### config.mk
export PLATFORM = sky130hd
export DESIGN_NAME = text_to_unsigned_parser
export DESIGN_NICKNAME = d
export VERILOG_FILES = /design/src/design/tup_pkg.sv /design/src/design/tup_front.sv /design/src/design/tup_queue.sv /design/src/design/tup_back.sv /design/src/design/text_to_unsigned_parser.sv
export SDC_FILE = /design/constraint.sdc
export NUM_CORES = 2
export LEC_CHECK = 0
export BUFFER_PORTS_ARGS = -buffer_cell sky130_fd_sc_hd__buf_2
export CORE_ASPECT_RATIO = 0.9
export CORE_UTILIZATION = 40
export CTS_CLUSTER_SIZE = 8
export DETAILED_ROUTE_END_ITERATION = 7
export GPL_ROUTABILITY_DRIVEN = 0
export GPL_TIMING_DRIVEN = 1
export MAX_ROUTING_LAYER = met4
export PLACE_DENSITY = 0.63
export RECOVER_POWER = 25
export SLEW_MARGIN = 20
export SYNTH_ARGS = -nofsm -noshare
export SYNTH_HDL_FRONTEND = slang
export SYNTH_HIERARCHICAL = 1
export SYNTH_SLANG_ARGS = --single-unit
### constraint.sdc
create_clock -name clk_i -period 9.85 [get_ports clk_i]
set_input_delay 0.4925 -clock clk_i [delete_from_list [all_inputs] [get_ports clk_i]]
set_output_delay 0.4925 -clock clk_i [all_outputs]
set_load 0.05 [all_outputs]
### src/design/tup_pkg.sv
// ----------------------------------------------------------------------------
// tup_pkg: shared definitions for the text to unsigned parser
// Character codes, the classified character word, parse phases and helpers.
// ----------------------------------------------------------------------------
package tup_pkg;

  // default widths, handed to the top level parameters
  localparam int unsigned VALUE_BITS_DEF = 64;
  localparam int unsigned INDEX_BITS_DEF = 16;

  // classified character queue depth
  localparam int unsigned QUEUE_DEPTH = 4;

  // radix and digit widths
  localparam int unsigned BASE_W = 6;
  localparam logic [BASE_W-1:0] DIGIT_NONE = 6'h3f;
  localparam logic [BASE_W-1:0] BASE_MIN   = 6'd2;
  localparam logic [BASE_W-1:0] BASE_MAX   = 6'd36;
  localparam logic [BASE_W-1:0] BASE_AUTO  = 6'd0;
  localparam logic [BASE_W-1:0] BASE_BIN   = 6'd2;
  localparam logic [BASE_W-1:0] BASE_OCT   = 6'd8;
  localparam logic [BASE_W-1:0] BASE_DEC   = 6'd10;
  localparam logic [BASE_W-1:0] BASE_HEX   = 6'd16;

  // register indexes
  localparam logic REG_NUMBER_BASE = 1'b0;

  // character codes
  localparam logic [7:0] CH_NUL     = 8'h00;
  localparam logic [7:0] CH_TAB     = 8'h09;
  localparam logic [7:0] CH_CR      = 8'h0d;
  localparam logic [7:0] CH_SPACE   = 8'h20;
  localparam logic [7:0] CH_PLUS    = 8'h2b;
  localparam logic [7:0] CH_MINUS   = 8'h2d;
  localparam logic [7:0] CH_ZERO    = 8'h30;
  localparam logic [7:0] CH_NINE    = 8'h39;
  localparam logic [7:0] CH_UPPER_A = 8'h41;
  localparam logic [7:0] CH_UPPER_Z = 8'h5a;
  localparam logic [7:0] CH_LOWER_A = 8'h61;
  localparam logic [7:0] CH_LOWER_Z = 8'h7a;
  localparam logic [7:0] CH_UPPER_B = 8'h42;
  localparam logic [7:0] CH_LOWER_B = 8'h62;
  localparam logic [7:0] CH_UPPER_X = 8'h58;
  localparam logic [7:0] CH_LOWER_X = 8'h78;

  // one classified character
  typedef struct packed {
    logic              nul;
    logic              space;
    logic              minus;
    logic              plus;
    logic              zero;
    logic              pfx_b;
    logic              pfx_x;
    logic [BASE_W-1:0] digit;
    logic              last;
  } token_t;

  // parse phases
  typedef enum logic [4:0] {
    PH_START      = 5'b00001,
    PH_SIGNED     = 5'b00010,
    PH_AFTER_ZERO = 5'b00100,
    PH_DIGITS     = 5'b01000,
    PH_DONE       = 5'b10000
  } phase_e;

  // digit value of a character, DIGIT_NONE when it is no digit
  function automatic logic [BASE_W-1:0] digit_of(input logic [7:0] c);
    logic [7:0] d;
    d = 8'hff;
    if (c >= CH_ZERO && c <= CH_NINE) begin
      d = c - CH_ZERO;
    end else if (c >= CH_LOWER_A && c <= CH_LOWER_Z) begin
      d = c - CH_LOWER_A + 8'd10;
    end else if (c >= CH_UPPER_A && c <= CH_UPPER_Z) begin
      d = c - CH_UPPER_A + 8'd10;
    end
    return (d == 8'hff) ? DIGIT_NONE : d[BASE_W-1:0];
  endfunction

  // limit a radix to 2..36
  function automatic logic [BASE_W-1:0] clamp_base(input logic [BASE_W-1:0] b);
    logic [BASE_W-1:0] r;
    r = b;
    if (b < BASE_MIN) begin
      r = BASE_MIN;
    end else if (b > BASE_MAX) begin
      r = BASE_MAX;
    end
    return r;
  endfunction

endpackage

### src/design/tup_front.sv
// ----------------------------------------------------------------------------
// tup_front: character classifier
// Accepts characters from the input stream and turns each into a token word.
// ----------------------------------------------------------------------------
module tup_front (
  input  logic            s_axis_tvalid_i,
  output logic            s_axis_tready_o,
  input  logic [7:0]      s_axis_tdata_i,
  input  logic            s_axis_tlast_i,
  input  logic            q_full_i,
  output logic            q_push_o,
  output tup_pkg::token_t q_token_o
);

  logic [7:0] c;

  assign c = s_axis_tdata_i;

  // accept whenever the queue has room
  assign s_axis_tready_o = !q_full_i;
  assign q_push_o        = s_axis_tvalid_i && !q_full_i;

  // classify the character
  always_comb begin
    q_token_o.nul   = (c == tup_pkg::CH_NUL);
    q_token_o.space = (c == tup_pkg::CH_SPACE) ||
                      (c >= tup_pkg::CH_TAB && c <= tup_pkg::CH_CR);
    q_token_o.minus = (c == tup_pkg::CH_MINUS);
    q_token_o.plus  = (c == tup_pkg::CH_PLUS);
    q_token_o.zero  = (c == tup_pkg::CH_ZERO);
    q_token_o.pfx_b = (c == tup_pkg::CH_LOWER_B) || (c == tup_pkg::CH_UPPER_B);
    q_token_o.pfx_x = (c == tup_pkg::CH_LOWER_X) || (c == tup_pkg::CH_UPPER_X);
    q_token_o.digit = tup_pkg::digit_of(c);
    q_token_o.last  = s_axis_tlast_i;
  end

endmodule

### src/design/tup_queue.sv
// ----------------------------------------------------------------------------
// tup_queue: token queue
// Short first-in first-out buffer between the classifier and the parser core.
// ----------------------------------------------------------------------------
module tup_queue #(
  parameter int unsigned DEPTH = tup_pkg::QUEUE_DEPTH
) (
  input  logic            clk_i,
  input  logic            rst_ni,
  input  logic            push_i,
  input  tup_pkg::token_t token_i,
  output logic            full_o,
  input  logic            pop_i,
  output logic            valid_o,
  output tup_pkg::token_t token_o
);

  localparam int unsigned PTR_W = (DEPTH > 1) ? $clog2(DEPTH) : 1;
  localparam int unsigned CNT_W = $clog2(DEPTH + 1);

  tup_pkg::token_t mem_q [DEPTH];
  logic [PTR_W-1:0] wr_ptr_q, wr_ptr_d;
  logic [PTR_W-1:0] rd_ptr_q, rd_ptr_d;
  logic [CNT_W-1:0] count_q, count_d;
  logic             do_push, do_pop;

  assign full_o  = (count_q == CNT_W'(DEPTH));
  assign valid_o = (count_q != '0);
  assign token_o = mem_q[rd_ptr_q];
  assign do_push = push_i && !full_o;
  assign do_pop  = pop_i && valid_o;

  // pointer and fill count update
  always_comb begin
    wr_ptr_d = wr_ptr_q;
    rd_ptr_d = rd_ptr_q;
    count_d  = count_q;
    if (do_push) begin
      wr_ptr_d = (wr_ptr_q == PTR_W'(DEPTH - 1)) ? '0 : wr_ptr_q + 1'b1;
    end
    if (do_pop) begin
      rd_ptr_d = (rd_ptr_q == PTR_W'(DEPTH - 1)) ? '0 : rd_ptr_q + 1'b1;
    end
    unique case ({do_push, do_pop})
      2'b10:   count_d = count_q + 1'b1;
      2'b01:   count_d = count_q - 1'b1;
      default: count_d = count_q;
    endcase
  end

  always_ff @(posedge clk_i or negedge rst_ni) begin
    if (!rst_ni) begin
      wr_ptr_q <= '0;
      rd_ptr_q <= '0;
      count_q  <= '0;
    end else begin
      wr_ptr_q <= wr_ptr_d;
      rd_ptr_q <= rd_ptr_d;
      count_q  <= count_d;
    end
  end

  // storage
  always_ff @(posedge clk_i) begin
    if (do_push) begin
      mem_q[wr_ptr_q] <= token_i;
    end
  end

endmodule

### src/design/tup_back.sv
// ----------------------------------------------------------------------------
// tup_back: parser core
// Parses one token a cycle unless a result stalls; holds the result word.
// ----------------------------------------------------------------------------
module tup_back #(
  parameter int unsigned VALUE_BITS = tup_pkg::VALUE_BITS_DEF,
  parameter int unsigned INDEX_BITS = tup_pkg::INDEX_BITS_DEF
) (
  input  logic                       clk_i,
  input  logic                       rst_ni,
  input  logic [tup_pkg::BASE_W-1:0] number_base_i,
  input  logic                       tok_valid_i,
  input  tup_pkg::token_t            tok_i,
  output logic                       tok_pop_o,
  output logic                       res_valid_o,
  input  logic                       res_ready_i,
  output logic [VALUE_BITS-1:0]      res_value_o,
  output logic                       res_overflowed_o,
  output logic [INDEX_BITS-1:0]      res_end_offset_o
);

  localparam int unsigned BW    = tup_pkg::BASE_W;
  localparam int unsigned SUM_W = VALUE_BITS + BW;

  // string state
  tup_pkg::phase_e        phase_q, phase_d;
  logic [VALUE_BITS-1:0]  acc_q, acc_d;
  logic                   neg_q, neg_d;
  logic [BW-1:0]          base_q, base_d;
  logic [INDEX_BITS-1:0]  idx_q, idx_d;
  logic                   ov_q, ov_d;

  // result register
  logic                   out_valid_q;
  logic [VALUE_BITS-1:0]  out_acc_q;
  logic                   out_neg_q;
  logic                   out_ov_q;
  logic [INDEX_BITS-1:0]  out_off_q;

  logic [BW-1:0]          start_base, zero_base, b_cur;
  logic [VALUE_BITS-1:0]  mul_acc;
  logic [SUM_W-1:0]       sum;
  logic                   fits;
  logic                   emit;
  logic [VALUE_BITS-1:0]  e_acc;
  logic                   e_neg, e_ov;
  logic [INDEX_BITS-1:0]  e_off;
  logic                   out_free;
  logic                   nb_auto;

  assign nb_auto    = (number_base_i == tup_pkg::BASE_AUTO);
  assign start_base = tup_pkg::clamp_base(nb_auto ? tup_pkg::BASE_DEC : number_base_i);
  assign zero_base  = tup_pkg::clamp_base(nb_auto ? tup_pkg::BASE_OCT : number_base_i);

  // radix and accumulator feeding the digit step
  always_comb begin
    if (phase_q == tup_pkg::PH_DIGITS) begin
      b_cur   = base_q;
      mul_acc = acc_q;
    end else if (phase_q == tup_pkg::PH_AFTER_ZERO) begin
      b_cur   = zero_base;
      mul_acc = '0;
    end else begin
      b_cur   = start_base;
      mul_acc = '0;
    end
  end

  // multiply-add and range check
  assign sum  = SUM_W'(mul_acc) * SUM_W'(b_cur) + SUM_W'(tok_i.digit);
  assign fits = (sum[SUM_W-1:VALUE_BITS] == '0);

  // parse step, then the implied terminator of a last character
  always_comb begin
    logic do_digit;
    do_digit = 1'b0;
    phase_d  = phase_q;
    acc_d    = acc_q;
    neg_d    = neg_q;
    base_d   = base_q;
    ov_d     = ov_q;
    idx_d    = idx_q;
    emit     = 1'b0;
    e_acc    = mul_acc;
    e_neg    = neg_q;
    e_ov     = ov_q;
    e_off    = idx_q;

    unique case (phase_q)
      tup_pkg::PH_START: begin
        if (tok_i.space) begin
          phase_d = tup_pkg::PH_START;
        end else if (tok_i.minus) begin
          neg_d   = 1'b1;
          phase_d = tup_pkg::PH_SIGNED;
        end else if (tok_i.plus) begin
          phase_d = tup_pkg::PH_SIGNED;
        end else if (tok_i.zero) begin
          phase_d = tup_pkg::PH_AFTER_ZERO;
        end else begin
          do_digit = 1'b1;
        end
      end
      tup_pkg::PH_SIGNED: begin
        if (tok_i.zero) begin
          phase_d = tup_pkg::PH_AFTER_ZERO;
        end else begin
          do_digit = 1'b1;
        end
      end
      tup_pkg::PH_AFTER_ZERO: begin
        if ((nb_auto || number_base_i == tup_pkg::BASE_BIN) && tok_i.pfx_b) begin
          base_d  = tup_pkg::BASE_BIN;
          phase_d = tup_pkg::PH_DIGITS;
        end else if ((nb_auto || number_base_i == tup_pkg::BASE_HEX) && tok_i.pfx_x) begin
          base_d  = tup_pkg::BASE_HEX;
          phase_d = tup_pkg::PH_DIGITS;
        end else begin
          do_digit = 1'b1;
        end
      end
      tup_pkg::PH_DIGITS: begin
        do_digit = 1'b1;
      end
      tup_pkg::PH_DONE: begin
        phase_d = tup_pkg::PH_DONE;
      end
      default: begin
        phase_d = tup_pkg::PH_DONE;
      end
    endcase

    // digit or end of the number
    if (do_digit) begin
      base_d  = b_cur;
      phase_d = tup_pkg::PH_DIGITS;
      if (tok_i.digit < b_cur) begin
        if (!ov_q && fits) begin
          acc_d = sum[VALUE_BITS-1:0];
        end else begin
          ov_d = 1'b1;
        end
      end else begin
        emit    = 1'b1;
        phase_d = tup_pkg::PH_DONE;
      end
    end

    // a last character acts as if a terminator followed it
    if (tok_i.last && !tok_i.nul && !emit && phase_d != tup_pkg::PH_DONE) begin
      emit  = 1'b1;
      e_acc = acc_d;
      e_neg = neg_d;
      e_ov  = ov_d;
      e_off = idx_q + 1'b1;
    end

    // end of string re-arms, otherwise advance the index
    if (tok_i.nul || tok_i.last) begin
      phase_d = tup_pkg::PH_START;
      acc_d   = '0;
      neg_d   = 1'b0;
      base_d  = '0;
      ov_d    = 1'b0;
      idx_d   = '0;
    end else begin
      idx_d = idx_q + 1'b1;
    end
  end

  // take a token unless its result has nowhere to go
  assign out_free  = !out_valid_q || res_ready_i;
  assign tok_pop_o = tok_valid_i && (!emit || out_free);

  always_ff @(posedge clk_i or negedge rst_ni) begin
    if (!rst_ni) begin
      phase_q <= tup_pkg::PH_START;
      acc_q   <= '0;
      neg_q   <= 1'b0;
      base_q  <= '0;
      idx_q   <= '0;
      ov_q    <= 1'b0;
    end else if (tok_pop_o) begin
      phase_q <= phase_d;
      acc_q   <= acc_d;
      neg_q   <= neg_d;
      base_q  <= base_d;
      idx_q   <= idx_d;
      ov_q    <= ov_d;
    end
  end

  // result word valid flag
  always_ff @(posedge clk_i or negedge rst_ni) begin
    if (!rst_ni) begin
      out_valid_q <= 1'b0;
    end else if (tok_pop_o && emit) begin
      out_valid_q <= 1'b1;
    end else if (res_ready_i) begin
      out_valid_q <= 1'b0;
    end
  end

  // result word payload
  always_ff @(posedge clk_i) begin
    if (tok_pop_o && emit) begin
      out_acc_q <= e_acc;
      out_neg_q <= e_neg;
      out_ov_q  <= e_ov;
      out_off_q <= e_off;
    end
  end

  // final value: all ones on overflow, else two's complement (negated on minus)
  assign res_valid_o      = out_valid_q;
  assign res_value_o      = out_ov_q  ? '1 :
                            out_neg_q ? (VALUE_BITS'(0) - out_acc_q) : out_acc_q;
  assign res_overflowed_o = out_ov_q;
  assign res_end_offset_o = out_off_q;

endmodule

### src/design/text_to_unsigned_parser.sv
// ----------------------------------------------------------------------------
// text_to_unsigned_parser: streaming text to unsigned integer converter
// Parses one character per word in the manner of strtoul, one result a string.
// ----------------------------------------------------------------------------
// The block takes one character a cycle and gives one result word per string.
// The result word is registered: the character that ends the number (first
// non-digit, a zero byte, or the character marked last) passes the token
// queue, and the result register is set when the parser core takes it.
// The rate of one character per cycle is set by the parser core, which folds
// each digit into the accumulator with a single multiply-add and range check
// per cycle; a four-word token queue sits between the classifier and the core,
// so a stalled result only holds up input once that queue is full. Write the
// radix register only while the block is idle. There is no clearing pass
// after reset.
module text_to_unsigned_parser #(
  parameter int unsigned VALUE_BITS = tup_pkg::VALUE_BITS_DEF,
  parameter int unsigned INDEX_BITS = tup_pkg::INDEX_BITS_DEF,
  localparam int unsigned OUT_W     = ((VALUE_BITS + 1 + INDEX_BITS + 7) / 8) * 8
) (
  input  logic             clk_i,
  input  logic             rst_ni,
  // input stream
  input  logic             s_axis_tvalid_i,
  output logic             s_axis_tready_o,
  input  logic [7:0]       s_axis_tdata_i,   // char_code
  input  logic             s_axis_tlast_i,   // last_char
  // result stream
  output logic             m_axis_tvalid_o,
  input  logic             m_axis_tready_i,
  output logic [OUT_W-1:0] m_axis_tdata_o,   // value, overflowed, end_offset
  // configuration
  input  logic             psel,
  input  logic             penable,
  input  logic             pwrite,
  input  logic [2:0]       paddr,
  input  logic [31:0]      pwdata,
  output logic [31:0]      prdata,
  output logic             pready
);

  localparam int unsigned BW = tup_pkg::BASE_W;

  logic [BW-1:0]         number_base_q;
  logic                  q_full, q_push, q_valid, q_pop;
  tup_pkg::token_t       tok_in, tok_out;
  logic [VALUE_BITS-1:0] res_value;
  logic                  res_overflowed;
  logic [INDEX_BITS-1:0] res_end_offset;

  // radix register
  assign pready = 1'b1;

  always_ff @(posedge clk_i or negedge rst_ni) begin
    if (!rst_ni) begin
      number_base_q <= tup_pkg::BASE_AUTO;
    end else if (psel && penable && pwrite && pready &&
                 paddr[2] == tup_pkg::REG_NUMBER_BASE) begin
      number_base_q <= pwdata[BW-1:0];
    end
  end

  assign prdata = (paddr[2] == tup_pkg::REG_NUMBER_BASE) ? 32'(number_base_q) : '0;

  tup_front u_front (
    .s_axis_tvalid_i (s_axis_tvalid_i),
    .s_axis_tready_o (s_axis_tready_o),
    .s_axis_tdata_i  (s_axis_tdata_i),
    .s_axis_tlast_i  (s_axis_tlast_i),
    .q_full_i        (q_full),
    .q_push_o        (q_push),
    .q_token_o       (tok_in)
  );

  tup_queue #(
    .DEPTH (tup_pkg::QUEUE_DEPTH)
  ) u_queue (
    .clk_i   (clk_i),
    .rst_ni  (rst_ni),
    .push_i  (q_push),
    .token_i (tok_in),
    .full_o  (q_full),
    .pop_i   (q_pop),
    .valid_o (q_valid),
    .token_o (tok_out)
  );

  tup_back #(
    .VALUE_BITS (VALUE_BITS),
    .INDEX_BITS (INDEX_BITS)
  ) u_back (
    .clk_i            (clk_i),
    .rst_ni           (rst_ni),
    .number_base_i    (number_base_q),
    .tok_valid_i      (q_valid),
    .tok_i            (tok_out),
    .tok_pop_o        (q_pop),
    .res_valid_o      (m_axis_tvalid_o),
    .res_ready_i      (m_axis_tready_i),
    .res_value_o      (res_value),
    .res_overflowed_o (res_overflowed),
    .res_end_offset_o (res_end_offset)
  );

  // pack the result word, zero filled to whole bytes
  assign m_axis_tdata_o = OUT_W'({res_end_offset, res_overflowed, res_value});

endmodule

==> results.json <==
{
  "fin_crit_sh_pct": 88.05,
  "root_buffer": "clkbuf_16",
  "rsz0062_at_grt": "false",
  "syn_inst": 2651,
  "dieHeight_um": 243.6,
  "synth_top_family_by_area": "adder cells",
  "endpoint_kind": "flip-flop",
  "slew_headroom_pct": -67.69,
  "cts_sinks": 245,
  "hold_violations": 0,
  "ys_types": 89,
  "path_cells": "nor2_1, and3_4, buf_4, and3_1, fa_1, ha_1, inv_1, fa_1, fa_1, inv_1, ha_1, o21ai_0, o21a_1, o21ai_0, a31o_2, a22oi_1, o211ai_1, xnor2_1, nor4b_1, and4_1, nand2_4, buf_12, mux2i_1",
  "num_rows": 88,
  "yosysWarnings": 6,
  "ios": 174,
  "vias_per_cell": 5.822,
  "die_w_um": 270.5,
  "drive_gt1_share_pct": 8.578,
  "synth_enable_flop_cells": 138,
  "ys_top_cells_by_count": "336 x and3_1, 281 x nand2_1, 253 x fa_1",
  "cp_slowest_cell": "nor4b_1",
  "synth_mux_area_share_pct": 4.268,
  "synth_compound_area_share_pct": 12.37,
  "remaining_drc_errors": 0,
  "outcome": "finished with violations",
  "cts_buffers": 38,
  "placed_area_um2": 27050,
  "p_total_mw": 6.100,
  "power.internal_mw": 2.974,
  "drtAntennaViolNets": 0,
  "port_buffers": 111,
  "hold_class": "input pin to flip-flop",
  "synth-simple-area-share_pct": 20.39,
  "violations": "capacitance limit, slew limit",
  "synth_fa_ha_area_share_pct": 27.67,
  "p_leak_nw": 13.96,
  "path_class": "flip-flop to flip-flop",
  "drt-wirelength-per-cell_um": 19.48,
  "critPathMaxFanout": 86,
  "synthMostInstantiatedCell": "and3_1",
  "regArea_um2": 6823,
  "htreeDepth": 2,
  "fmax_mhz": 115.3,
  "start_kind": "flip-flop",
  "pwr_density_cell_nw_per_um2": 216.3,
  "grt_max_degree": 147,
  "ys_seq_area_share_pct": 26.30,
  "drt_wl_total_mm": 69.12,
  "grt_pass1_vias": 20710,
  "grt-ovfl-total": 0,
  "synth_ff_type": "edfxtp_1",
  "drt_pass1_iterations": 6,
  "post-route-min-period_ps": 8673,
  "vias": 20660,
  "synth-xor-area-share_pct": 4.490,
  "synthesis.area_um2": 25940,
  "clock_latency_ps": 570,
  "fin_skew_ps": 28.70,
  "rr_worst_depth": 23,
  "final_nets": 3137,
  "start_util_pct": 40.49,
  "combPwrFrac_pct": 48.5,
  "holdPathStages": 2,
  "multi_input_area_um2": 18100,
  "arrival_ps": 8960,
  "drv_slew": 44,
  "antenna_found_initial": 1,
  "cts_resized": 0,
  "cts_tree": "yes",
  "dp_hpwl_mm": 51.22,
  "clkTransAtPathRegs_ps": 50,
  "fin_tns_setup_ps": 0,
  "num_antenna_cells": 0,
  "nFillCells": 6138,
  "power_switching_share_pct": 51.24,
  "yosys-top-cells-area": "fa_1 20%, edfxtp_1 16%, dfrtp_1 10%, ha_1 8.2%, and3_1 8.1%",
  "clockBufferDepth": 3,
  "core-area_um2": 64080,
  "setup_viol": 0,
  "path_common_cell": "fa_1",
  "crit_required_ps": 10140,
  "p_seq_share_pct": 30.1,
  "design_area_um2": 28200,
  "grt_pass1_wl_mm": 112.1,
  "worst_pin_slew_ps": 2515,
  "grt.total_usage_pct": 21.67,
  "areaGrowthSynthToFinish_pct": 8.705,
  "critPathMaxStageDelay_ps": 740,
  "clkPwrFrac_pct": 21.4,
  "dieArea_um2": 65890,
  "synth_top_area_share_pct": 19.52,
  "max_cap_violations": 1,
  "syn_area_per_cell_um2": 9.787,
  "drt_iter0_markers": 1518,
  "synthArstFlopShare_pct": 43.67,
  "vdd_drop_max_mv": 0.3788,
  "p_sw_mw": 3.125,
  "synth_seq_cells": 245,
  "yosys.area.top_type": "fa_1"
}
[per-layer routing]
| metal | vias up | share of wire [%] | global-route usage (%) |
|---|---|---|---|
| met5 | - | 0 | - |
| met4 | 0 | 1.9 | 5.484 |
| met3 | 112 | 7.2 | 3.489 |
| met2 | 783 | 46 | 32.92 |
| met1 | 10290 | 45 | 30.11 |
| li1 | 9469 | - | - |
[flip-flops by register name, summed over array words and instances (netlist names)]
register and flops:
u_back/base_q 6, u_back/res_valid_o 1, u_queue/count_q 3, u_back/out_neg_q 1, u_back/idx_q 16, u_back/neg_q 1
u_queue/rd_ptr_q 2, u_back/phase_q 5, u_back/res_overflowed_o 1, u_queue/mem_q 56, number_base_q 6, u_queue/wr_ptr_q 2
u_back/out_acc_q 64, u_back/ov_q 1, u_back/acc_q 64, u_back/res_end_offset_o 16
[worst max-delay path, delay by kind of cell, from the launching register on]
family | cells | cell delay [ps]
xor gates and xnor gates | 1 | 150
muxes | 1 | 160
DFF | 1 | 390
AOI/OAI and AO/OA | 6 | 1680
and+or+nand+nor | 6 | 2800
buffers and inverters | 4 | 1070
adders and majority gates | 5 | 2060
[metrics by stage]
| stage | instances | util, % | worst slack, ps | hold slack (ps) |
|---|---|---|---|---|
| floorplan | 2683 | - | 2911 | 196.9 |
| global placement | 3478 | 42.21 | 1380 | 467.1 |
| detailed placement | 3478 | 42.21 | 1214 | 489.0 |
| CTS | 3548 | 44.10 | 1175 | 116.2 |
| global route | 3548 | 44.01 | 657.3 | 167.7 |
| finish | 3548 | 44.01 | 1177 | 184.5 |
[power groups by stage]
stage / combinational (mW) / sequential (mW) / clock [mW]
finish: 2.96 / 1.84 / 1.30
global route: 3.16 / 1.87 / 1.38
CTS: 2.98 / 1.82 / 1.34
detailed placement: 2.98 / 1.84 / 0
global placement: 2.91 / 1.83 / 0
floorplan: 2.18 / 1.81 / 0
[placed cells by master, fill, tap and decap left out, types with 22 or more instances in the layout]
master / n
fa_1: 253
edfxtp_1: 138
ha_1: 169
xnor2_1: 63
nor3_1: 28
and2_1: 72
nand3_1: 27
o21ai_0: 151
mux2i_1: 66
nor2_1: 103
a21o_1: 22
xor2_1: 70
clkbuf_1: 49
nand2_1: 278
buf_2: 84
o2bb2ai_1: 56
a21oi_1: 130
dfrtp_1: 106
nand4_1: 27
inv_1: 80
conb_1: 34
clkbuf_16: 38
and3_1: 337
[what timing repair did]
item                      in CTS  in global routing
hold endpoints to repair      41                  0
buffers inserted               0                  0
hold buffers                   1                  0
[cell families (layout without fill, tap and decap cells)]
family | after synthesis | in the layout
compound gates | 497 | 497
xor+xnor | 133 | 133
fa+ha+maj | 422 | 422
buf+inv | 272 | 282
flops | 245 | 245
mux | 91 | 91
other cells | 2 | 34
simple gates | 989 | 989
[layout make-up]
cell class	instances	area share (%)
flip-flops and latches	245	24.19
repair buffers	131	2.480
inverters	82	1.091
multi-input cells	2166	64.18
well taps	855	3.793
clock buffers	63	3.811
clock inverters	6	0.4525
[final timing paths]
check                                        to         startpoint  slack [ps]
max                        u_back/out_acc_q[38]  u_back/phase_q[2]        1180
min                            number_base_q[2]          pwdata[2]         180
max reg2reg                u_back/out_acc_q[38]  u_back/phase_q[2]        1180
min reg2reg                    u_back/base_q[0]   u_back/base_q[0]         510
max in group asynchronous      u_back/acc_q[15]             rst_ni        6500
min in group asynchronous      u_back/base_q[2]             rst_ni        1300
(Power assumes the default switching activity.)
